===== config.mk =====
export PLATFORM = sky130hd
export DESIGN_NAME = ssm_controller
export DESIGN_NICKNAME = d
export VERILOG_FILES = /design/src/rtl/core/ssm_pkg.sv /design/src/rtl/core/ssm_controller.sv
export VERILOG_INCLUDE_DIRS = /design/src /design/src/rtl/core
export SDC_FILE = /design/constraint.sdc
export NUM_CORES = 1
export LEC_CHECK = 0
export ABC_AREA = 1
export BUFFER_PORTS_ARGS = -buffer_cell sky130_fd_sc_hd__clkbuf_2
export CELL_PAD_IN_SITES_DETAIL_PLACEMENT = 0
export CELL_PAD_IN_SITES_GLOBAL_PLACEMENT = 2
export CORE_UTILIZATION = 24
export DETAILED_ROUTE_END_ITERATION = 10
export PLACE_DENSITY_LB_ADDON = 0.2
export SLEW_MARGIN = 15
export SYNTH_ARGS = -nofsm -noshare
export SYNTH_HDL_FRONTEND = slang
export SYNTH_SLANG_ARGS = --single-unit

===== constraint.sdc =====
create_clock -name clk -period 1.9 [get_ports clk]
set_input_delay 0.19 -clock clk [delete_from_list [all_inputs] [get_ports clk]]
set_output_delay 0.19 -clock clk [all_outputs]
set_load 0.02 [all_outputs]

===== src/rtl/core/staircase_search_sorted_matrix_top_defines.svh =====
// ---------------------------------------------------------------------------
// Staircase search assertion macros
// These are the concurrent assertion forms used by the controller of the
// staircase search block.
// ---------------------------------------------------------------------------
`ifndef STAIRCASE_SEARCH_SORTED_MATRIX_TOP_DEFINES_SVH
`define STAIRCASE_SEARCH_SORTED_MATRIX_TOP_DEFINES_SVH

// The consequent must hold in the same cycle as the antecedent.
`define SSM_ASSERT_SAME(label, clk, rst, ante, cons, msg) \
  label: assert property (@(posedge clk) disable iff (rst) (ante) |-> (cons)) \
    else $error(msg);

// The consequent must hold in the cycle after the antecedent.
`define SSM_ASSERT_NEXT(label, clk, rst, ante, cons, msg) \
  label: assert property (@(posedge clk) disable iff (rst) (ante) |=> (cons)) \
    else $error(msg);

`endif


===== src/rtl/core/ssm_pkg.sv =====
// ---------------------------------------------------------------------------
// Staircase search package
// Shared constants, codes and the command and status types that pass
// between the controller and the datapath.
// ---------------------------------------------------------------------------
package ssm_pkg;

  localparam int MAX_ROWS_DEF = 16;
  localparam int MAX_COLS_DEF = 16;
  localparam int CFG_W        = 5;
  localparam int IDX_W        = 4;
  localparam int DATA_W       = 32;
  localparam int CFG_IDX_W    = 1;

  localparam logic [CFG_IDX_W-1:0] CFG_ROWS_IN_USE = 1'b0;
  localparam logic [CFG_IDX_W-1:0] CFG_COLS_IN_USE = 1'b1;

  localparam logic FUNC_WRITE  = 1'b0;
  localparam logic FUNC_SEARCH = 1'b1;

  typedef struct packed {
    logic start;
    logic mem_wr;
    logic step;
    logic out_load;
    logic out_found;
    logic out_is_search;
  } ssm_cmd_t;

  typedef struct packed {
    logic empty;
    logic hit;
    logic leave;
  } ssm_sts_t;

endpackage


===== src/rtl/core/ssm_controller.sv =====
// ---------------------------------------------------------------------------
// Staircase search controller
// Sequences each transaction, walking the matrix for a search, and hands the
// result to the output register once it is free.
// ---------------------------------------------------------------------------
`include "staircase_search_sorted_matrix_top_defines.svh"

module ssm_controller (
  input  logic              clk,
  input  logic              rst,
  input  logic              in_valid,
  output logic              in_ready,
  input  logic              func,
  output logic              out_valid,
  input  logic              out_ready,
  output ssm_pkg::ssm_cmd_t cmd,
  input  ssm_pkg::ssm_sts_t sts
);
  import ssm_pkg::*;

  typedef enum logic [3:0] {
    S_IDLE   = 4'b0001,
    S_LOAD   = 4'b0010,
    S_WALK   = 4'b0100,
    S_FINISH = 4'b1000
  } state_t;

  state_t state;
  state_t state_next;
  logic   out_valid_next;
  logic   pend_found;
  logic   pend_found_next;
  logic   pend_search;
  logic   pend_search_next;
  logic   in_accept;
  logic   slot_free;

  assign in_ready  = state == S_IDLE;
  assign in_accept = in_valid && in_ready;
  assign slot_free = !out_valid || out_ready;

  always_comb begin
    state_next       = state;
    pend_found_next  = pend_found;
    pend_search_next = pend_search;
    out_valid_next   = out_valid && !out_ready;
    cmd              = '0;
    case (state)
      S_IDLE: begin
        if (in_accept) begin
          if (func == FUNC_WRITE) begin
            cmd.mem_wr       = 1'b1;
            pend_found_next  = 1'b0;
            pend_search_next = 1'b0;
            state_next       = S_FINISH;
          end else begin
            cmd.start        = 1'b1;
            pend_found_next  = 1'b0;
            pend_search_next = 1'b1;
            state_next       = sts.empty ? S_FINISH : S_LOAD;
          end
        end
      end
      S_LOAD: begin
        state_next = S_WALK;
      end
      S_WALK: begin
        if (sts.hit) begin
          pend_found_next = 1'b1;
          state_next      = S_FINISH;
        end else if (sts.leave) begin
          state_next = S_FINISH;
        end else begin
          cmd.step = 1'b1;
        end
      end
      S_FINISH: begin
        if (slot_free) begin
          cmd.out_load      = 1'b1;
          cmd.out_found     = pend_found;
          cmd.out_is_search = pend_search;
          out_valid_next    = 1'b1;
          state_next        = S_IDLE;
        end
      end
      default: begin
        state_next = S_IDLE;
      end
    endcase
  end

  always_ff @(posedge clk) begin
    if (rst) begin
      state     <= S_IDLE;
      out_valid <= 1'b0;
    end else begin
      state     <= state_next;
      out_valid <= out_valid_next;
    end
    pend_found  <= pend_found_next;
    pend_search <= pend_search_next;
  end

  `SSM_ASSERT_SAME(a_no_overwrite, clk, rst, cmd.out_load, slot_free,
    "result register loaded while a result is still pending")
  `SSM_ASSERT_NEXT(a_finish_delivers, clk, rst, (state == S_FINISH) && slot_free,
    out_valid && (state == S_IDLE), "finished transaction not presented")
  `SSM_ASSERT_NEXT(a_write_finishes, clk, rst, in_accept && (func == FUNC_WRITE),
    (state == S_FINISH) && !pend_search, "write transaction not acknowledged")
  `SSM_ASSERT_NEXT(a_load_then_walk, clk, rst, state == S_LOAD, state == S_WALK,
    "first read not followed by the walk")

endmodule


==> results of run 1 <==
==> through the flow <==
| step | hold slack, ns | instance area (µm²) | total power, mW | setup WS (ns) |
|---|---|---|---|---|
| after global placement | 0.407 | 487 | 0.335 | 0.703 |
| after CTS | 0.139 | 513 | 0.473 | 0.405 |
| final | 0.144 | 513 | 0.463 | 0.421 |
| after global routing | 0.140 | 513 | 0.503 | 0.333 |
| after detailed placement | 0.400 | 487 | 0.334 | 0.680 |
| after floorplan | 0.259 | 392 | 0.292 | 0.710 |
==> registers in the layout (all words and copies together), names as in the netlist <==
signal       flops
state            4
out_valid        1
pend_found       1
pend_search      1
==> worst reg2reg max path, delay by kind of cell, from the launching register on <==
kind	cells	cell delay, ns
simple gates	4	0.37
flops	1	0.34
buf+inv	2	0.14
==> power by group through the flow <==
stage               clock network [mW]  registers [mW]  logic [mW]
floorplan                            0           0.186       0.106
global placement                     0           0.185       0.150
detailed placement                   0           0.185       0.148
CTS                              0.142           0.182       0.149
global route                     0.155           0.184       0.164
finish                           0.136           0.182       0.146
==> cell families after synthesis <==
kind of cell | count (synthesis)
simple gates | 33
buf+inv | 12
flops | 7
compound gates | 4
==> synth_stat cells, drive strengths merged <==
cell type,count
dfxtp,5
nand2,9
edfxtp,2
inv,12
nor3,1
nor2,16
nand3,7
a21oi,2
o21bai,1
o21ai,1
==> layer usage <==
layer	global-route usage, %	share of wire [%]
met5	0	0
met4	9.38	1.7
met3	2.59	4.7
met2	14.8	45
met1	13.5	49
==> cell type report <==
cell class / instances / share of cell area, %
multi-input cells: 37 / 36.3
well taps: 16 / 3.90
repair buffers: 15 / 14.6
flip-flops and latches: 7 / 31.2
clock buffers: 4 / 5.12
inverters: 12 / 8.78
==> final timing paths <==
| check | start | to | slack, ns | cells after the start |
|---|---|---|---|---|
| worst max-delay path | state[0]$_SDFFE_PP1P_ | cmd[5] | 0.42 | 7 |
| worst min-delay path | func | pend_search$_DFFE_PP_ | 0.14 | 1 |
| worst max register to register | state[0]$_SDFFE_PP1P_ | pend_found$_DFFE_PP_ | 0.77 | 6 |
| worst min register to register | state[1]$_SDFFE_PP0P_ | state[2]$_SDFFE_PP0P_ | 0.57 | 2 |
==> results.yml, run 1 <==
clock_network:
  cts-resized-gates: 0
  cts-root-buf: "clkbuf_4"
  cts-buffers-inserted: 3
  cts_tree: "built"
  post_cts_buffers: 0
  hold_buffers: 0
  worstSkewPairLatency_ns: 0.25
  clock_path_buffers: 2
  cts_max_level: 1
  cts.sinks: 7
  clk_pin_slew_ns: 0.05
detailed_routing:
  vias_per_cell: 4.27
  wl_um: 829
  first_pass_iters: 1
  drc: 0
  antenna_left: 0
  avgRoutedWirePerCell_um: 9.11
  vias: 389
  drt_iter0_drc: 0
yosys:
  syn_inst: 56
  synth_top_area_share_pct: 25.6
  yosys.area_share.simple_pct: 41.9
  syn_avg_cell_area_um2: 6.99
  syn_area_um2: 392
  yosysTopAreaCell: "dfxtp_1"
  ys_warn_count: 0
  synth_mux_area_share_pct: 0
  synth_nets: 64
  synth_xor_area_share_pct: 0
  synth-adder-area-share_pct: 0
  synth_cell_types: 13
  yosys-top-cells-area: "dfxtp_1 26%, edfxtp_1 15%, inv_1 12%, nor2_1 11%, nor2_2 8.0%"
  synth_compound_area_share_pct: 5.75
  ys_seq_area_share_pct: 40.9
  synth_seq_cells: 7
  synth_top_family_by_area: "simple AND/OR/NAND/NOR gates"
timing:
  hold_viol: 0
  rsz0062_at_grt: "false"
  slew_headroom_pct: 85.7
  fin_skew_ns: 0.00227
  setup_tns_ns: 0
  fmax_mhz: 676
  min_period_ns: 1.48
  worst_slew_pin_slew_ns: 0.214
  period_share_pct: 77.9
  slew_viol_final: 0
  finalSetupViolCount: 0
worst_setup_path:
  critPathKind: "reg -> out"
  end_kind: "primary output"
  cpLargestDelayFamily: "simple AND/OR/NAND/NOR gates"
  crit_chain: "inv_1, nor2_2, nand2_2, nor2_2, inv_1, nor2_1, clkbuf_2"
  cp-start-kind: "flop"
  critPathBufInv: 3
  path_max_fanout: 4
  arrival_ns: 1.29
  slowest_delay_ns: 0.34
  crit_required_ns: 1.71
  crit_slowest_cell: "dfxtp_1"
global_route:
  grt_util_all_layers_pct: 10.7
  gr-total-overflow: 0
  grt_pass1_wl_um: 1350
  grt_pass1_vias: 330
  grt_max_degree: 5
  grt_antenna_before_repair: 0
job:
  drv_cap: 0
power_and_ir_drop:
  leakage_nw: 0.282
  p_switching_mw: 0.161
  p_int_mw: 0.303
  pwr-share-seq_pct: 39.3
  swShare_pct: 34.6
  clkPwrFrac_pct: 29.2
  ir_drop_uv: 418
  p_per_area_nw_per_um2: 903
  pwr-share-comb_pct: 31.5
die:
  core_area_um2: 1510
  die_h_um: 42.4
  start_util_pct: 26.0
  die-area_um2: 1800
  ios: 16
  dieWidth_um: 42.4
  rows: 14
final_layout:
  utilization_pct: 34.1
  instances_no_fill: 91
  mostFrequentLayoutCells: "15 x clkbuf_2, 12 x inv_1, 11 x nor2_1, 8 x nand2_1"
  layout_commonest_cell: "clkbuf_2"
  multiInputGateArea_um2: 186
  fill_cells: 182
  syn_to_final_growth_pct: 31.0
  layout-drive-gt1-share_pct: 36.0
  final-seq-area_um2: 160
  diodes: 0
  fin_nets: 84
status:
  outcome: "completed"
placement:
  io_buffers: 15
  dp_hpwl_um: 705
  dp.cells: 87
  place_congestion: 0.744
hold_path:
  hold_class: "in -> reg"
Note: power is estimated with default switching activity, not from simulation.
==> run 2: changes to the inputs <==
--- a/config.mk
+++ b/config.mk
@@ -6,7 +6,7 @@
 export SDC_FILE = /design/constraint.sdc
 export NUM_CORES = 1
 export LEC_CHECK = 0
-export ABC_AREA = 1
+export ABC_AREA = 0
 export BUFFER_PORTS_ARGS = -buffer_cell sky130_fd_sc_hd__clkbuf_2
 export CELL_PAD_IN_SITES_DETAIL_PLACEMENT = 0
 export CELL_PAD_IN_SITES_GLOBAL_PLACEMENT = 2
==> constraint.sdc (replaced) <==
create_clock -name clk -period 1.2 [get_ports clk]
set_input_delay 0.12 -clock clk [delete_from_list [all_inputs] [get_ports clk]]
set_output_delay 0.12 -clock clk [all_outputs]
set_load 0.02 [all_outputs]
==> results.yml, run 2 <==
power_and_ir_drop:
  leakage_nw: 0.345
  ir_drop_uv: 387
  p_per_area_nw_per_um2: 914
worst_setup_path:
  cp-start-kind: "flop"
  arrival_ns: 1.54
  critPathKind: "reg -> out"
  path_max_fanout: 4
  crit_required_ns: 1.08
  end_kind: "primary output"
global_route:
  top_usage_layer: "met2"
  gr-total-overflow: 0
  use_met1_pct: 14.8
  grt_util_all_layers_pct: 13.5
  grt_pass1_wl_um: 1730
  grt_max_degree: 6
  grt_pass1_vias: 415
  met3_usage_pct: 7.08
  grt_antenna_before_repair: 0
  use_met2_pct: 18.2
clock_network:
  clock_path_buffers: 2
  cts.sinks: 7
  worstSkewPairLatency_ns: 0.26
  hold_buffers: 0
  cts-root-buf: "clkbuf_4"
  cts_max_level: 1
  cts-buffers-inserted: 3
  cts_tree: "built"
  clk_pin_slew_ns: 0.05
final_layout:
  fill_cells: 159
  utilization_pct: 47.5
  regMostFlops: "state"
  mostFrequentLayoutCells: "11 x buf_4, 8 x clkbuf_2, 4 x clkbuf_4, 4 x buf_8"
  layout-drive-gt1-share_pct: 75.4
  stdcell_area_um2: 749
  syn_to_final_growth_pct: 78.3
  fin_nets: 78
  largest_register_ffs: 4
  layout_commonest_cell: "buf_4"
  diodes: 0
  instances_no_fill: 85
yosys:
  yosys.area_share.simple_pct: 46.7
  synth_mux_area_share_pct: 0
  yosys-top-cells-area: "dfxtp_1 24%, edfxtp_1 14%, nor4b_4 11%, nor3b_4 4.5%, a2111oi_2 3.6%"
  synthArstFlopShare_pct: 0
  ys_warn_count: 0
  syn_inst: 37
  yosysMostFrequentCell: "dfxtp_1"
  synth_top_family_by_area: "simple AND/OR/NAND/NOR gates"
  syn_area_um2: 420
  ys_seq_area_share_pct: 38.1
  ys_top_cells_by_count: "5 x dfxtp_1, 4 x nand2_1"
  synth_ff_type: "dfxtp_1"
  syn_avg_cell_area_um2: 11.4
  synth_cell_types: 23
  synth_edf_count: 2
  synth_top_area_share_pct: 23.8
  yosysTopAreaCell: "dfxtp_1"
  synth_seq_cells: 7
  synth_nets: 45
  synth-adder-area-share_pct: 0
  synth_compound_area_share_pct: 13.4
  synth_xor_area_share_pct: 0
timing:
  worst_hold_slack_ns: 0.116
  worst_slew_pin_slew_ns: 0.426
  hold_viol: 0
  min_period_ns: 1.66
  setup_ws_ns: -0.460
  slew_headroom_pct: 71.3
  rsz0062_at_grt: "true"
  fmax_mhz: 602
  finalSetupViolCount: 13
  slew_viol_final: 0
  fin_skew_ns: 0.00325
  period_share_pct: 138
die:
  start_util_pct: 26.7
  die_h_um: 43.9
  ios: 16
  dieWidth_um: 43.9
  die-area_um2: 1920
  rows: 14
  core_area_um2: 1580
detailed_routing:
  antenna_left: 0
  drt_iter0_drc: 10
  vias_per_cell: 4.71
  avgRoutedWirePerCell_um: 11.7
  wl_um: 998
  vias: 400
  drc: 0
  first_pass_iters: 6
placement:
  io_buffers: 15
  dpl_cell_area_um2: 597
  dp_hpwl_um: 771
  dp.cells: 76
  place_congestion: 0.773
status:
  violations: "setup timing"
  outcome: "finished, violations left"
hold_path:
  hold_class: "in -> reg"
job:
  drv_cap: 0
## run 2: cell types whose count changed after synthesis, moves of 2 or more
| cell | delta |
|---|---|
| inv_1 | -10 |
| nor2_1 | -9 |
| nand3_1 | -5 |
| nor2_2 | -5 |
| nand2_1 | -4 |
| and2_1 | +2 |
| nand2b_1 | +2 |
| nand3_2 | -2 |
| nor4b_4 | +2 |
## run 2: path summary, 6_finish.rpt
path | startpoint | end | slack (ns) | cells past startpoint
setup / recovery | state[1]$_SDFFE_PP0P_ | cmd[1] | -0.46 | 4
hold / removal | rst | state[3]$_SDFFE_PP0P_ | 0.12 | 2
setup reg to reg | state[1]$_SDFFE_PP0P_ | state[3]$_SDFFE_PP0P_ | -0.27 | 6
hold reg to reg | out_valid$_SDFF_PP0_ | out_valid$_SDFF_PP0_ | 0.52 | 2
## run 2: final cells by class
| cell class | count | area, µm² | area share [%] |
|---|---|---|---|
| Inverter | 2 | 7.51 | 1.00 |
| Timing Repair Buffer | 28 | 238 | 31.7 |
| Multi-Input combinational cell | 28 | 290 | 38.7 |
| Tap cell | 16 | 20.0 | 2.67 |
| Clock buffer | 4 | 26.3 | 3.51 |
| Sequential cell | 7 | 168 | 22.4 |
## run 2: timing repair
| item | 4_1_cts | 5_1_grt |
|---|---|---|
| hold endpoints to repair | 0 | 0 |
| endpoints found under the setup margin | 13 | 14 |
| pin swaps | 4 | 7 |
| setup buffers | 4 | 1 |
| resized for setup | 14 | 9 |
## run 2: routing by layer
metal,routed length (µm),up-vias
met2,492,16
met1,406,181
met5,0,-
li1,-,199
met3,69,4
met4,30,0
## run 2: logic make-up after synthesis
logic type / count (synthesis)
AND/OR/NAND/NOR: 21
buffers and inverters: 2
AO/OA/AOI/OAI: 7
flip-flops: 7
## run 2: where the power goes
group | internal, mW | switching [mW]
registers | 0.257 | 0.00879
clock network | 0.128 | 0.0977
logic | 0.107 | 0.0873
total | 0.491 | 0.194
## run 2: through the flow
stage | total power, mW | TNS, ns | setup slack [ns]
after floorplan | 0.355 | -1.63 | -0.227
after global placement | 0.412 | -1.56 | -0.222
after detailed placement | 0.415 | -1.69 | -0.230
after CTS | 0.676 | -3.88 | -0.475
after global routing | 0.732 | -5.02 | -0.530
final | 0.685 | -4.06 | -0.460
## run 2: critical path, cell delays in order (launching register included)
cell     delay, ns
dfxtp_4       0.34
or4b_4        0.55
nor2b_4       0.14
and2_4        0.15
buf_8         0.10
